[config.mk]
export PLATFORM = sky130hd
export DESIGN_NAME = stroke_point_interpolator
export DESIGN_NICKNAME = d
export VERILOG_FILES = /design/src/rtl/spi_pkg.sv /design/src/rtl/spi_step_div.sv /design/src/rtl/spi_axis.sv /design/src/rtl/stroke_point_interpolator.sv
export SDC_FILE = /design/constraint.sdc
export NUM_CORES = 1
export LEC_CHECK = 0
export BUFFER_PORTS_ARGS = -buffer_cell sky130_fd_sc_hd__buf_2
export CORE_MARGIN = 2
export CORE_UTILIZATION = 40
export CTS_CLUSTER_SIZE = 20
export DETAILED_ROUTE_END_ITERATION = 7
export GPL_TIMING_DRIVEN = 1
export SLEW_MARGIN = 20
export SYNTH_ARGS = -nofsm -noshare
export SYNTH_HDL_FRONTEND = slang
export SYNTH_SLANG_ARGS = --single-unit
[constraint.sdc]
create_clock -name clk -period 8.5 [get_ports clk]
set_clock_uncertainty 0.15 [all_clocks]
set_input_delay 0.85 -clock clk [delete_from_list [all_inputs] [get_ports clk]]
set_output_delay 0.85 -clock clk [all_outputs]
set_load 0.05 [all_outputs]
[src/rtl/spi_pkg.sv]
`timescale 1ns / 1ps
package spi_pkg;

	localparam int COORD_WIDTH_DEF = 10;
	localparam int CANVAS_W        = 11;
	localparam int MAXSTEP_W       = 6;
	localparam int CFG_IDX_W       = 1;
	localparam int CFG_DATA_W      = 11;

	localparam logic [CANVAS_W-1:0]  CANVAS_RST    = 11'd512;
	localparam logic [MAXSTEP_W-1:0] MAXSTEP_RST   = 6'd30;
	localparam logic [MAXSTEP_W-1:0] MAXSTEP_LIMIT = 6'd32;
	localparam logic [MAXSTEP_W-1:0] MAXSTEP_MIN   = 6'd1;

	localparam logic [CFG_IDX_W-1:0] REG_CANVAS  = 1'b0;
	localparam logic [CFG_IDX_W-1:0] REG_MAXSTEP = 1'b1;

	localparam logic OP_PRESS = 1'b0;
	localparam logic OP_DRAG  = 1'b1;

	typedef struct packed {
		logic init;
		logic advance;
	} axis_ctrl_t;

endpackage

[src/rtl/spi_step_div.sv]
`timescale 1ns / 1ps
// restoring divider, one quotient bit per cycle
module spi_step_div #(
	parameter int DW = spi_pkg::COORD_WIDTH_DEF
) (
	input  logic                           clk,
	input  logic                           arst_n,
	input  logic                           start,
	input  logic [DW-1:0]                  dividend,
	input  logic [spi_pkg::MAXSTEP_W-1:0]  divisor,
	output logic                           done,
	output logic [DW-1:0]                  quotient
);

	localparam int VW   = spi_pkg::MAXSTEP_W;
	localparam int CNTW = $clog2(DW + 1);

	logic [DW-1:0]   dvd_q;
	logic [VW-1:0]   rem_q;
	logic [CNTW-1:0] cnt_q;
	logic            busy_q;
	logic            done_q;

	logic [VW:0] trial;
	logic        ge;
	logic [VW:0] trial_sub;

	assign trial     = {rem_q, dvd_q[DW-1]};
	assign ge        = trial >= {1'b0, divisor};
	assign trial_sub = trial - {1'b0, divisor};

	always_ff @(posedge clk or negedge arst_n) begin
		if (!arst_n) begin
			busy_q <= 1'b0;
			done_q <= 1'b0;
			cnt_q  <= '0;
		end else begin
			done_q <= busy_q && (cnt_q == CNTW'(1));
			if (start) begin
				busy_q <= 1'b1;
				cnt_q  <= CNTW'(DW);
			end else if (busy_q) begin
				cnt_q <= cnt_q - 1'b1;
				if (cnt_q == CNTW'(1))
					busy_q <= 1'b0;
			end
		end
	end

	always_ff @(posedge clk) begin
		if (start) begin
			dvd_q <= dividend;
			rem_q <= '0;
		end else if (busy_q) begin
			// quotient bits shift in behind the dividend
			dvd_q <= {dvd_q[DW-2:0], ge};
			rem_q <= ge ? trial_sub[VW-1:0] : trial[VW-1:0];
		end
	end

	assign done     = done_q;
	assign quotient = dvd_q;

endmodule

[src/rtl/spi_axis.sv]
`timescale 1ns / 1ps
// one axis of the walk: keeps floor(i*mag/span) as quotient and remainder
module spi_axis #(
	parameter int CW = spi_pkg::COORD_WIDTH_DEF
) (
	input  logic                clk,
	input  spi_pkg::axis_ctrl_t ctrl,
	input  logic [CW-1:0]       pos,
	input  logic [CW-1:0]       last,
	input  logic [CW-1:0]       span,
	output logic [CW-1:0]       mag,
	output logic [CW-1:0]       point
);

	logic [CW-1:0] q_q;
	logic [CW-1:0] r_q;

	logic [CW:0]   diff;
	logic [CW:0]   diff_abs;
	logic          neg;
	logic [CW:0]   rsum;
	logic          over;
	logic [CW:0]   rnext;
	logic [CW-1:0] offset;

	assign diff     = {1'b0, pos} - {1'b0, last};
	assign neg      = diff[CW];
	assign diff_abs = neg ? (~diff + 1'b1) : diff;
	assign mag      = diff_abs[CW-1:0];

	assign rsum  = {1'b0, r_q} + {1'b0, mag};
	assign over  = rsum >= {1'b0, span};
	assign rnext = over ? (rsum - {1'b0, span}) : rsum;

	// negative direction: floor of a negative ratio is -(q + (r != 0))
	assign offset = neg ? (~q_q + CW'(r_q == '0)) : q_q;
	assign point  = last + offset;

	always_ff @(posedge clk) begin
		if (ctrl.init) begin
			q_q <= '0;
			r_q <= '0;
		end else if (ctrl.advance) begin
			q_q <= over ? (q_q + 1'b1) : q_q;
			r_q <= rnext[CW-1:0];
		end
	end

endmodule

[src/rtl/stroke_point_interpolator.sv]
`timescale 1ns / 1ps
// channel  direction  handshake              payload
// in       input      in_valid / in_ready    operation, pos_x, pos_y
// out      output     out_valid / out_ready  stamp_x, stamp_y, last_of_run
// cfg      input      cfg_we                 cfg_index, cfg_data
//
// Press: accept, then stamp. Drag: accept and setup, then the divider when the span exceeds
// the step threshold, then the walk through the indices up to the last stamped one; a
// zero-length drag ends after setup.
// A new request is taken only between events; the output register holds one stamp.
// The walk and the press stamp pause while the output register is full and not taken.
// Reset clears control, the last position and restores register defaults.
module stroke_point_interpolator #(
	parameter int COORD_WIDTH = spi_pkg::COORD_WIDTH_DEF
) (
	input  logic                                clk,
	input  logic                                arst_n,
	input  logic                                in_valid,
	output logic                                in_ready,
	input  logic                                operation,
	input  logic [COORD_WIDTH-1:0]              pos_x,
	input  logic [COORD_WIDTH-1:0]              pos_y,
	output logic                                out_valid,
	input  logic                                out_ready,
	output logic [COORD_WIDTH-1:0]              stamp_x,
	output logic signed [COORD_WIDTH+1:0]       stamp_y,
	output logic                                last_of_run,
	input  logic                                cfg_we,
	input  logic [spi_pkg::CFG_IDX_W-1:0]       cfg_index,
	input  logic [spi_pkg::CFG_DATA_W-1:0]      cfg_data
);

	localparam int CW = COORD_WIDTH;
	localparam int YW = CW + 2;
	localparam int SW = (YW > spi_pkg::CANVAS_W) ? YW : spi_pkg::CANVAS_W;
	localparam int MW = spi_pkg::MAXSTEP_W;

	typedef enum logic [4:0] {
		ST_IDLE  = 5'b00001,
		ST_PRESS = 5'b00010,
		ST_SETUP = 5'b00100,
		ST_DIV   = 5'b01000,
		ST_WALK  = 5'b10000
	} state_t;

	state_t state_q;

	logic [spi_pkg::CANVAS_W-1:0] canvas_q;
	logic [MW-1:0]                maxstep_q;

	logic [CW-1:0] pos_x_q;
	logic [CW-1:0] pos_y_q;
	logic [CW-1:0] last_x_q;
	logic [CW-1:0] last_y_q;
	logic [CW-1:0] span_q;
	logic [CW-1:0] step_q;
	logic [CW-1:0] cnt_q;
	logic [CW-1:0] idx_q;

	logic          out_valid_q;
	logic [CW-1:0] stamp_x_q;
	logic [YW-1:0] stamp_y_q;
	logic          last_q;

	spi_pkg::axis_ctrl_t axis_ctrl;
	logic [CW-1:0] mag_x;
	logic [CW-1:0] mag_y;
	logic [CW-1:0] pt_x;
	logic [CW-1:0] pt_y;
	logic [CW-1:0] span_c;
	logic [MW-1:0] msteps;

	logic          div_start;
	logic          div_done;
	logic [CW-1:0] div_quot;

	logic          out_free;
	logic          emit;
	logic          run_end;
	logic          walk_adv;
	logic          out_load;
	logic [CW:0]   idx_next_sum;
	logic [CW-1:0] src_x;
	logic [CW-1:0] src_y;
	logic [SW-1:0] ydiff;

	always_comb begin
		if (maxstep_q == '0)
			msteps = spi_pkg::MAXSTEP_MIN;
		else if (maxstep_q > spi_pkg::MAXSTEP_LIMIT)
			msteps = spi_pkg::MAXSTEP_LIMIT;
		else
			msteps = maxstep_q;
	end

	assign span_c = (mag_x > mag_y) ? mag_x : mag_y;

	assign in_ready     = (state_q == ST_IDLE);
	assign out_free     = !out_valid_q || out_ready;
	assign emit         = (cnt_q == '0);
	assign idx_next_sum = {1'b0, idx_q} + {1'b0, step_q};
	assign run_end      = emit && (idx_next_sum >= {1'b0, span_q});
	assign walk_adv     = (state_q == ST_WALK) && (!emit || out_free);

	assign axis_ctrl.init    = (state_q == ST_SETUP);
	assign axis_ctrl.advance = walk_adv;

	assign div_start = (state_q == ST_SETUP) && (span_c != '0)
		&& ({{(CW > MW ? CW - MW : 0){1'b0}}, msteps} < span_c);

	assign out_load = ((state_q == ST_PRESS) && out_free)
		|| ((state_q == ST_WALK) && emit && out_free);

	assign src_x = (state_q == ST_PRESS) ? pos_x_q : pt_x;
	assign src_y = (state_q == ST_PRESS) ? pos_y_q : pt_y;
	assign ydiff = SW'(canvas_q) - SW'(src_y);

	spi_axis #(.CW(CW)) u_axis_x (
		.clk   (clk),
		.ctrl  (axis_ctrl),
		.pos   (pos_x_q),
		.last  (last_x_q),
		.span  (span_q),
		.mag   (mag_x),
		.point (pt_x)
	);

	spi_axis #(.CW(CW)) u_axis_y (
		.clk   (clk),
		.ctrl  (axis_ctrl),
		.pos   (pos_y_q),
		.last  (last_y_q),
		.span  (span_q),
		.mag   (mag_y),
		.point (pt_y)
	);

	spi_step_div #(.DW(CW)) u_step_div (
		.clk      (clk),
		.arst_n   (arst_n),
		.start    (div_start),
		.dividend (span_c),
		.divisor  (msteps),
		.done     (div_done),
		.quotient (div_quot)
	);

	always_ff @(posedge clk or negedge arst_n) begin
		if (!arst_n) begin
			canvas_q  <= spi_pkg::CANVAS_RST;
			maxstep_q <= spi_pkg::MAXSTEP_RST;
		end else if (cfg_we) begin
			case (cfg_index)
				spi_pkg::REG_CANVAS:  canvas_q  <= cfg_data;
				spi_pkg::REG_MAXSTEP: maxstep_q <= cfg_data[MW-1:0];
				default: ;
			endcase
		end
	end

	always_ff @(posedge clk or negedge arst_n) begin
		if (!arst_n) begin
			state_q     <= ST_IDLE;
			last_x_q    <= '0;
			last_y_q    <= '0;
			out_valid_q <= 1'b0;
		end else begin
			if (out_load)
				out_valid_q <= 1'b1;
			else if (out_ready)
				out_valid_q <= 1'b0;

			case (state_q)
				ST_IDLE: begin
					if (in_valid)
						state_q <= (operation == spi_pkg::OP_PRESS) ? ST_PRESS : ST_SETUP;
				end
				ST_PRESS: begin
					if (out_free) begin
						last_x_q <= pos_x_q;
						last_y_q <= pos_y_q;
						state_q  <= ST_IDLE;
					end
				end
				ST_SETUP: begin
					if (span_c == '0) begin
						last_x_q <= pos_x_q;
						last_y_q <= pos_y_q;
						state_q  <= ST_IDLE;
					end else if (div_start) begin
						state_q <= ST_DIV;
					end else begin
						state_q <= ST_WALK;
					end
				end
				ST_DIV: begin
					if (div_done)
						state_q <= ST_WALK;
				end
				ST_WALK: begin
					if (walk_adv && run_end) begin
						last_x_q <= pos_x_q;
						last_y_q <= pos_y_q;
						state_q  <= ST_IDLE;
					end
				end
				default: state_q <= ST_IDLE;
			endcase
		end
	end

	always_ff @(posedge clk) begin
		if (in_valid && in_ready) begin
			pos_x_q <= pos_x;
			pos_y_q <= pos_y;
		end
		if (state_q == ST_SETUP) begin
			span_q <= span_c;
			step_q <= CW'(1);
			cnt_q  <= '0;
			idx_q  <= '0;
		end
		if ((state_q == ST_DIV) && div_done)
			step_q <= div_quot;
		if (walk_adv) begin
			idx_q <= idx_q + 1'b1;
			cnt_q <= emit ? (step_q - 1'b1) : (cnt_q - 1'b1);
		end
		if (out_load) begin
			stamp_x_q <= src_x;
			stamp_y_q <= ydiff[YW-1:0];
			last_q    <= (state_q == ST_PRESS) || run_end;
		end
	end

	assign out_valid   = out_valid_q;
	assign stamp_x     = stamp_x_q;
	assign stamp_y     = stamp_y_q;
	assign last_of_run = last_q;

endmodule

==> out/metrics.cfg, run 1 <==
[worst_setup_path]
startpoint_type = flop
cp.depth = 26
worstReg2RegEnd = u_step_div.quotient[9]
cp.arrival_ns = 7.05
crit_fanout = 23
rr_worst_depth = 26
crit_family = compound AO/OA/AOI/OAI gates
r2r_start = pos_y_q[0]
cpMaxStageDelayCell = o311ai_0
cpPeakStageDelay_ns = 0.76
worstPathRequired_ns = 8.46
worstSetupStartpoint = pos_y_q[0]
path_buf_inv = 4
timing.reg2reg.setup_slack_ns = 1.40
crit_path_end_kind = flop
cp_common_cell = ha_1
critPathKind = reg -> reg

[yosys]
synthArstFlopShare = 0.261
synth_warnings = 0
seq_area_frac_synth = 0.362
netlist.top_cell.by_area = edfxtp_1
synth.area.top_cells = edfxtp_1, ha_1, dfrtp_1
synth-edff-count = 93
ys_ff_latch = 188
syn_avg_cell_area_um2 = 9.38
netlist.area_leader.share = 0.204
synthDistinctLibCells = 77
ys_dominant_reg_cell = edfxtp_1
syn-instance-count = 1457
synth_area_mm2 = 0.0137
syn_nets = 1646

[global_routing]
met1_usage = 0.253
grt_pass1_vias = 10400
grt_max_degree = 50
antenna_found_initial = 1
gr-usage-met3 = 0.0328
top_usage_layer = met2
grt-ovfl-total = 0
grt_use_met2 = 0.308
grt_pass1_wl_mm = 53.4
track_usage = 0.188

[sta]
rsz0062_at_grt = false
min_period_ns = 7.10
hold_viol = 0
final.period_utilization = 0.835
tightest_slew_ns = 1.06
setup-tns-final_ns = 0
finalHoldWorstSlack_ns = 0.333
fin_ws_ns = 1.40
report.final.slew_viol_count = 0
slew_headroom = 0.290
finalSetupViolCount = 0
max_freq_mhz = 141

[power]
p_int_mw = 1.45
swShare = 0.243
p_clk_frac = 0.430
p_per_area_mw_per_mm2 = 127
ir_worst_vdd_v = 0.000221
seq_power_share = 0.510
p_leak_nw = 6.62
p_total_mw = 1.91
power.switching_mw = 0.464
comb_power_share = 0.060

[placement]
dp_slack_ns = 1.42
place_hpwl_mm = 25.1
place_congestion = 0.880
dpl.cell_count = 1936
port_buffers = 62
dpl_cell_area_mm2 = 0.0145

[detailed_routing]
vias_per_cell = 5.23
routedWlPerCell_um = 16.3
vias = 10300
firstDrtPassIters = 5
drc = 0
detail-route-antenna-nets = 0
wl_mm = 32.2
dr.first_iter.drc_count = 565

[die]
fp-row-count = 67
die-area_mm2 = 0.0357
io_pins = 63
start_util = 0.407
die_w_um = 189
core_mm2 = 0.0336
die_h_um = 189

[cts]
postCtsSetupRepairBufs = 0
numCtsBuffers = 17
cts_resized = 0
clockRootBuffer = clkbuf_16
cts_num_sinks = 188
clkTransAtPathRegs_ns = 0.07
cts_buffer_depth = 2
clock_latency_ns = 0.45
hold_buffers = 0
cts_tree = built
h-tree-depth = 4

[outcome]
status = finished, final reports clean

[layout]
largest_reg_flops = 12
area_delta_synth_final_pct = 10.3
final_cell_mix = nor2_1, ha_1, inv_1, nand2_1
stdcell_count = 1971
drive_gt1_frac = 0.120
mostFrequentLayoutCell = nor2_1
final_nets = 1696
utilization = 0.449
finalInstanceArea_mm2 = 0.0151

[hold_path]
hold_end = u_axis_y.r_q[9]
holdPathStages = 2
hold_class = reg -> reg
hp-start = u_axis_y.r_q[9]

[job]
maxCapViolations = 0

## worst reg2reg max path, delay by kind of cell, from the launching register on
| family | cells | cell delay (ns) |
|---|---|---|
| adder cells (fa/ha/maj) | 4 | 1.27 |
| flip-flops | 1 | 0.35 |
| AND/OR/NAND/NOR | 7 | 1.14 |
| buffers and inverters | 4 | 0.59 |
| XOR/XNOR | 1 | 0.20 |
| AO/OA/AOI/OAI | 10 | 3.06 |
## worst max path at each step
| stage | end | slack (ns) |
|---|---|---|
| finish | u_step_div.quotient[9] | 1.40 |
| global route | u_step_div.quotient[9] | 0.72 |
| CTS | u_step_div.quotient[8] | 1.39 |
| detailed placement | u_step_div.quotient[3] | 1.42 |
| global placement | u_step_div.quotient[3] | 1.59 |
| floorplan | u_step_div.quotient[0] | 2.02 |
## layer usage
layer / vias up / part of all wire
li1: 5234 / -
met1: 4878 / 0.49
met2: 166 / 0.46
met3: 33 / 0.036
met4: 0 / 0.020
met5: - / 0
## cells in the mapped netlist (all sizes together) (12+ instances only)
| library cell | n |
|---|---|
| o21a | 14 |
| nand3 | 42 |
| nand2 | 99 |
| and2 | 12 |
| clkbuf | 31 |
| edfxtp | 93 |
| nor2 | 154 |
| nand2b | 26 |
| xnor2 | 84 |
| mux2 | 52 |
| nor4 | 12 |
| and3 | 16 |
| dfxtp | 46 |
| mux2i | 26 |
| a21oi | 95 |
| ha | 140 |
| a21boi | 14 |
| nor2b | 20 |
| a211oi | 13 |
| inv | 121 |
| dfrtp | 43 |
| o21ai | 92 |
| xor2 | 43 |
| a21o | 20 |
| o21bai | 12 |
## cells by family (layout without fill, tap and decap cells)
group           after synthesis  in the layout  synth area share
compound gates              314            314             0.145
xor+xnor                    127            127            0.0825
other cells                   0              3                 0
fa+ha+maj                   151            151             0.144
flops                       188            188             0.362
buf+inv                     165            228            0.0472
mux                          78             78            0.0687
simple gates                434            434             0.151
## power groups by stage
stage / Sequential (mW) / Clock (mW) / Combinational [mW]
after floorplan: 0.992 / 0 / 0.0802
after global placement: 0.994 / 0 / 0.112
after detailed placement: 0.995 / 0 / 0.113
after CTS: 0.975 / 0.840 / 0.115
after global routing: 0.976 / 0.879 / 0.131
final: 0.975 / 0.823 / 0.114
## layout make-up
cell class,instances,area (um^2)
fillers,3214,18500
clock inverters,12,115
flip-flops and latches,188,4950
multi-input cells,1104,8110
inverters,123,462
repair buffers,73,393
clock buffers,20,489
diodes,3,7.51
well taps,448,561
Note: power is estimated with default switching activity, not from simulation.
==> run 2, diff against run 1 <==
==> constraint.sdc (replaced) <==
create_clock -name clk -period 6 [get_ports clk]
set_clock_uncertainty 0.15 [all_clocks]
set_input_delay 0.6 -clock clk [delete_from_list [all_inputs] [get_ports clk]]
set_output_delay 0.6 -clock clk [all_outputs]
set_load 0.05 [all_outputs]
==> run 2 against run 1 <==
Compared with the run above: critical path depth rose by 1; clock power rose by 34%; core utilization rose by 3.1 points; total power rose by 39%; largest cell class unchanged; highest routed layer unchanged.
==> out/metrics.cfg, run 2 (synthesized netlist as in run 1, its figures left out) <==
[worst_setup_path]
worstReg2RegEnd = u_step_div.quotient[0]
crit_family = compound AO/OA/AOI/OAI gates
cpMaxStageDelayCell = edfxtp_1
cp.arrival_ns = 5.97  ; -1.08 ns
rr_worst_depth = 27  ; +3.8%
crit_path_end_kind = flop
worstSetupStartpoint = pos_x_q[0]
cpPeakStageDelay_ns = 0.39  ; -0.37 ns
r2r_start = pos_x_q[0]
path_buf_inv = 4  ; unchanged
timing.reg2reg.setup_slack_ns = 0.07  ; -1.33 ns
startpoint_type = flop
cp-endpoint = u_step_div.quotient[0]
crit_fanout = 6  ; -74%
critPathKind = reg -> reg
worstPathRequired_ns = 6.04  ; -2.42 ns
cp.depth = 27  ; +3.8%

[cts]
cts_num_sinks = 188  ; unchanged
cts_tree = built
hold_buffers = 0  ; unchanged
numCtsBuffers = 17  ; unchanged
clock_latency_ns = 0.45  ; about the same
clkTransAtPathRegs_ns = 0.07  ; about the same
cts_buffer_depth = 2  ; unchanged
h-tree-depth = 4  ; unchanged
clockRootBuffer = clkbuf_16

[die]
core_mm2 = 0.0336  ; unchanged
io_pins = 63  ; unchanged
fp-row-count = 67  ; unchanged
die_w_um = 189  ; unchanged
start_util = 0.407  ; unchanged
die-area_mm2 = 0.0357  ; unchanged
die_h_um = 189  ; unchanged

[layout]
final_nets = 1793  ; +5.7%
utilization = 0.479  ; +0.0306
multiInputGateArea_mm2 = 0.00847  ; +4.4%
final_cell_mix = nor2_1, ha_1, inv_1, nand2_1, buf_4
finalInstanceArea_mm2 = 0.0161  ; +6.8%
fillers = 3140  ; -2.3%
antenna_cells = 0  ; -3
mostFrequentLayoutCell = nor2_1
largest_reg_flops = 12  ; unchanged
drive_gt1_frac = 0.205  ; +0.0849
seq_area_mm2 = 0.00495  ; unchanged
area_delta_synth_final_pct = 17.8

[detailed_routing]
dr.first_iter.drc_count = 693  ; +23%
firstDrtPassIters = 7  ; +2
wl_mm = 34.4  ; +7.0%
drc = 0  ; unchanged
vias = 10900  ; +5.3%
detail-route-antenna-nets = 0  ; unchanged
routedWlPerCell_um = 16.7  ; +2.1%
vias_per_cell = 5.26  ; +0.47%

[power]
p_leak_nw = 7.12  ; +7.5%
swShare = 0.245  ; +0.00276
p_per_area_mw_per_mm2 = 164  ; +30%
ir_worst_vdd_v = 0.000203  ; -8.5%
comb_power_share = 0.065  ; +0.005
power.switching_mw = 0.650  ; +40%
seq_power_share = 0.521  ; +0.011
p_clk_frac = 0.414  ; -0.016
p_int_mw = 2.00  ; +38%

[global_routing]
grt_pass1_wl_mm = 54.8  ; +2.7%
track_usage = 0.194  ; +0.00556
grt_max_degree = 50  ; unchanged
grt-ovfl-total = 0  ; unchanged
grt_pass1_vias = 10600  ; +1.7%
antenna_found_initial = 0  ; -1

[placement]
place_congestion = 0.845  ; -3.9%
dpl_cell_area_mm2 = 0.0151  ; +4.1%
port_buffers = 62  ; unchanged
place_hpwl_mm = 25.9  ; +3.0%

[sta]
hold_viol = 0  ; unchanged
final.period_utilization = 0.988  ; +0.153
report.final.slew_viol_count = 0  ; unchanged
tightest_slew_ns = 1.03  ; -0.0319 ns
finalSetupViolCount = 0  ; unchanged
rsz0062_at_grt = true
min_period_ns = 5.93  ; -1.17 ns
max_freq_mhz = 169  ; +20%
setup-tns-final_ns = 0  ; unchanged
slew_headroom = 0.305  ; +0.0156

[outcome]
status = finished, final reports clean

[job]
maxCapViolations = 0  ; unchanged

[hold_path]
hold_class = in -> async

run 2: cell types whose count changed in the layout (fill, tap and decap cells not counted), sizes merged:
| cell | change |
|---|---|
| diode | -3 |
| clkbuf | -1 |
| or2 | +1 |
| inv | +1 |
| buf | +94 |
| a31o | +1 |
| a21oi | +1 |
run 2: worst min path at each step:
stage                                from  cells past startpoint              end
after global placement    u_axis_y.r_q[9]                      2  u_axis_y.r_q[9]
after floorplan                    arst_n                      0      canvas_q[0]
after detailed placement  u_axis_y.r_q[9]                      2  u_axis_y.r_q[9]
final                              arst_n                      2      last_y_q[9]
after global routing             pos_x[6]                      1       pos_x_q[6]
after CTS                          arst_n                      2      last_y_q[9]
run 2: final cells by class:
class                   instances  share of cell area
clock inverters                13             0.00637
repair buffers                167              0.0701
multi-input cells            1107               0.525
clock buffers                  19              0.0275
inverters                     123              0.0287
well taps                     448              0.0348
flip-flops and latches        188               0.307
run 2: metrics by stage:
| stage | power [mW] | cells | hold WS, ns | worst slack, ns |
|---|---|---|---|---|
| global route | 2.75 | 2065 | 0.150 | -0.161 |
| detailed placement | 1.57 | 2013 | 0.315 | -0.142 |
| finish | 2.65 | 2065 | 0.112 | 0.0720 |
| global placement | 1.57 | 2013 | 0.306 | 0.0351 |
| CTS | 2.67 | 2047 | 0.146 | 0.0142 |
| floorplan | 1.52 | 1457 | 0.154 | 0.0232 |
run 2: power by group through the flow:
stage | registers [mW] | clock network, mW | logic [mW]
floorplan | 1.40 | 0 | 0.114
detailed placement | 1.41 | 0 | 0.162
finish | 1.38 | 1.10 | 0.172
global placement | 1.41 | 0 | 0.159
CTS | 1.38 | 1.12 | 0.165
global route | 1.38 | 1.18 | 0.195
run 2: what timing repair did:
item                                    in CTS  in global routing
gates cloned                                 1                  2
endpoints found under the setup margin      30                 95
pin swaps                                    5                 21
setup buffers                                1                 16
gates resized for setup                      7                 81
endpoints found under the hold margin        0                  0
run 2: per-layer routing:
metal | vias to the layer above | wire [um] | GRT usage
li1 | 5428 | - | -
met1 | 5181 | 16300 | 0.260
met2 | 203 | 16200 | 0.324
met3 | 41 | 1120 | 0.0250
met4 | 0 | 812 | 0.0619
met5 | - | 0 | 0
==> run 3, diff against run 2 <==
--- a/config.mk
+++ b/config.mk
@@ -11,6 +11,7 @@
 export CTS_CLUSTER_SIZE = 20
 export DETAILED_ROUTE_END_ITERATION = 7
 export GPL_TIMING_DRIVEN = 1
+export PLACE_DENSITY = 0.69
 export SLEW_MARGIN = 20
 export SYNTH_ARGS = -nofsm -noshare
 export SYNTH_HDL_FRONTEND = slang
==> run 3 against run 2 <==
Compared with the run above: critical path depth unchanged; the run now ends with setup timing left; clock power about the same; sequential cell count unchanged; largest power group unchanged; clock-buffer cell count down 2; critical endpoint unchanged.
==> out/metrics.cfg, run 3 (synthesized netlist as in run 1, its figures left out) <==
[sta]
min_period_ns = 6.03  ; +0.0977 ns
rsz0062_at_grt = true
finalHoldWorstSlack_ns = 0.112  ; +0.0000820 ns
setup-tns-final_ns = -0.119  ; -0.119 ns
hold_viol = 0  ; unchanged
report.final.slew_viol_count = 0  ; unchanged
max_freq_mhz = 166  ; -1.6%
fin_ws_ns = -0.0257  ; -0.0977 ns
final.period_utilization = 1.00  ; +0.0163
tightest_slew_ns = 1.07  ; +0.0338 ns
slew_headroom = 0.282  ; -0.0228
finalSetupViolCount = 6  ; +6

[cts]
h-tree-depth = 4  ; unchanged
clkTransAtPathRegs_ns = 0.07  ; about the same
numCtsBuffers = 17  ; unchanged
clockRootBuffer = clkbuf_16
cts_tree = built
cts_buffer_depth = 2  ; unchanged
hold_buffers = 0  ; unchanged
clock_latency_ns = 0.44  ; about the same
cts_num_sinks = 188  ; unchanged

[worst_setup_path]
r2r_start = pos_y_q[0]
worstReg2RegEnd = u_step_div.quotient[0]
critPathKind = reg -> reg
crit_path_end_kind = flop
worstPathRequired_ns = 6.04  ; about the same
startpoint_type = flop
crit_fanout = 6  ; unchanged
rr_worst_depth = 27  ; unchanged
timing.reg2reg.setup_slack_ns = -0.03  ; -0.10 ns
cp.arrival_ns = 6.07  ; +0.10 ns

[die]
io_pins = 63  ; unchanged
start_util = 0.407  ; unchanged
die_h_um = 189  ; unchanged
die_w_um = 189  ; unchanged
die-area_mm2 = 0.0357  ; unchanged
fp-row-count = 67  ; unchanged
core_mm2 = 0.0336  ; unchanged

[layout]
stdcell_count = 2067  ; +0.097%
fillers = 3070  ; -2.2%
largest_reg_flops = 12  ; unchanged
area_delta_synth_final_pct = 17.5
multiInputGateArea_mm2 = 0.00840  ; -0.78%
mostFrequentLayoutCell = nor2_1
antenna_cells = 0  ; unchanged
final_cell_mix = nor2_1, ha_1, inv_1, buf_4, nand2_1
utilization = 0.478  ; -0.00138
finalInstanceArea_mm2 = 0.0161  ; -0.29%
seq_area_mm2 = 0.00495  ; unchanged
drive_gt1_frac = 0.206  ; +0.000982
final_nets = 1795  ; +0.11%

[detailed_routing]
drc = 0  ; unchanged
vias_per_cell = 5.29  ; +0.61%
vias = 10900  ; +0.71%
detail-route-antenna-nets = 0  ; unchanged
wl_mm = 34.3  ; -0.23%
firstDrtPassIters = 5  ; -2
routedWlPerCell_um = 16.6  ; -0.32%
dr.first_iter.drc_count = 674  ; -2.7%

[global_routing]
grt_pass1_vias = 10900  ; +2.9%
grt_pass1_wl_mm = 54.6  ; -0.47%
grt_max_degree = 50  ; unchanged
track_usage = 0.190  ; -0.00314
grt-ovfl-total = 0  ; unchanged
antenna_found_initial = 0  ; unchanged

[placement]
place_congestion = 0.880  ; +4.2%
dpl_cell_area_mm2 = 0.0150  ; -0.70%
port_buffers = 62  ; unchanged
place_hpwl_mm = 25.7  ; -0.88%
dpl.cell_count = 1999  ; -0.70%

[outcome]
status = finished with violations
violations = setup timing

[power]
p_per_area_mw_per_mm2 = 167  ; +1.3%
p_leak_nw = 7.13  ; +0.12%
ir_worst_vdd_v = 0.000173  ; -15%

[job]
maxCapViolations = 0  ; unchanged

[hold_path]
hold_class = in -> async

run 3: cell count changes in the layout (fill, tap and decap cells not counted), sizes merged:
cell	change
buf	+3
bufinv	+1
clkbuf	-2
clkinv	+3
clkinvlp	+1
inv	-3
or2	-1
run 3: timing repair:
| action | CTS | global route |
|---|---|---|
| pin swaps | 6 | 32 |
| buffers inserted | 1 | 33 |
| gates resized for setup | 4 | 81 |
| setup endpoints to repair | 21 | 96 |
| cloned | 1 | 1 |
run 3: worst max path at each step:
stage                     start  depth (start not counted)  slack (ns)                endpoint
CTS                  pos_x_q[0]                         27       0.003         u_axis_x.q_q[5]
global route         pos_y_q[0]                         27       -0.25  u_step_div.quotient[1]
global placement     pos_y_q[0]                         29        0.08  u_step_div.quotient[2]
detailed placement  last_y_q[0]                         28       -0.09  u_step_div.quotient[0]
finish               pos_y_q[0]                         27       -0.03  u_step_div.quotient[0]
floorplan            pos_x_q[0]                         29        0.02  u_step_div.quotient[3]
run 3: per-layer routing:
| metal | wire length [um] | up-vias | track usage |
|---|---|---|---|
| met1 | 15800 | 5262 | 0.248 |
| met5 | 0 | - | 0 |
| met3 | 1090 | 51 | 0.0230 |
| met2 | 16500 | 198 | 0.323 |
| met4 | 990 | 0 | 0.0733 |
| li1 | - | 5419 | - |
run 3: cell type report:
class,count,area share
multi-input combinational,1106,0.523
tap,448,0.0349
clock buffer,17,0.0265
clock inverter,15,0.00880
timing repair buffer,170,0.0703
sequential,188,0.308
inverter,123,0.0287
run 3: stage by stage:
step	power (mW)	setup slack (ns)
3_3_place_gp	1.57	0.0834
5_1_grt	2.77	-0.249
3_5_place_dp	1.57	-0.0880
6_report	2.68	-0.0257
2_1_floorplan	1.52	0.0232
4_1_cts	2.69	0.00273
run 3: worst max-delay path, cell delays in order, from the launching register on:
cell and delay [ns]:
edfxtp_1 0.36, inv_1 0.06, ha_2 0.19, fa_2 0.37
nand2b_4 0.15, a211o_1 0.28, and3_1 0.18, o31ai_4 0.28
buf_4 0.16, nor2_1 0.05, xnor2_1 0.21, inv_1 0.09
ha_1 0.30, a22o_1 0.19, nor4_2 0.29, o21ai_2 0.11
o311ai_4 0.11, nor2_2 0.08, o21ai_4 0.24, mux2i_2 0.29
inv_1 0.08, ha_2 0.19, or2_4 0.25, nor2_2 0.12
mux2_4 0.15, o31a_1 0.24, a31o_4 0.26, mux2_4 0.32
run 3: report_power, final:
part,switching [mW],internal (mW)
Sequential,0.0130,1.37
Clock,0.540,0.579
Combinational,0.0955,0.0811
Total,0.648,2.03
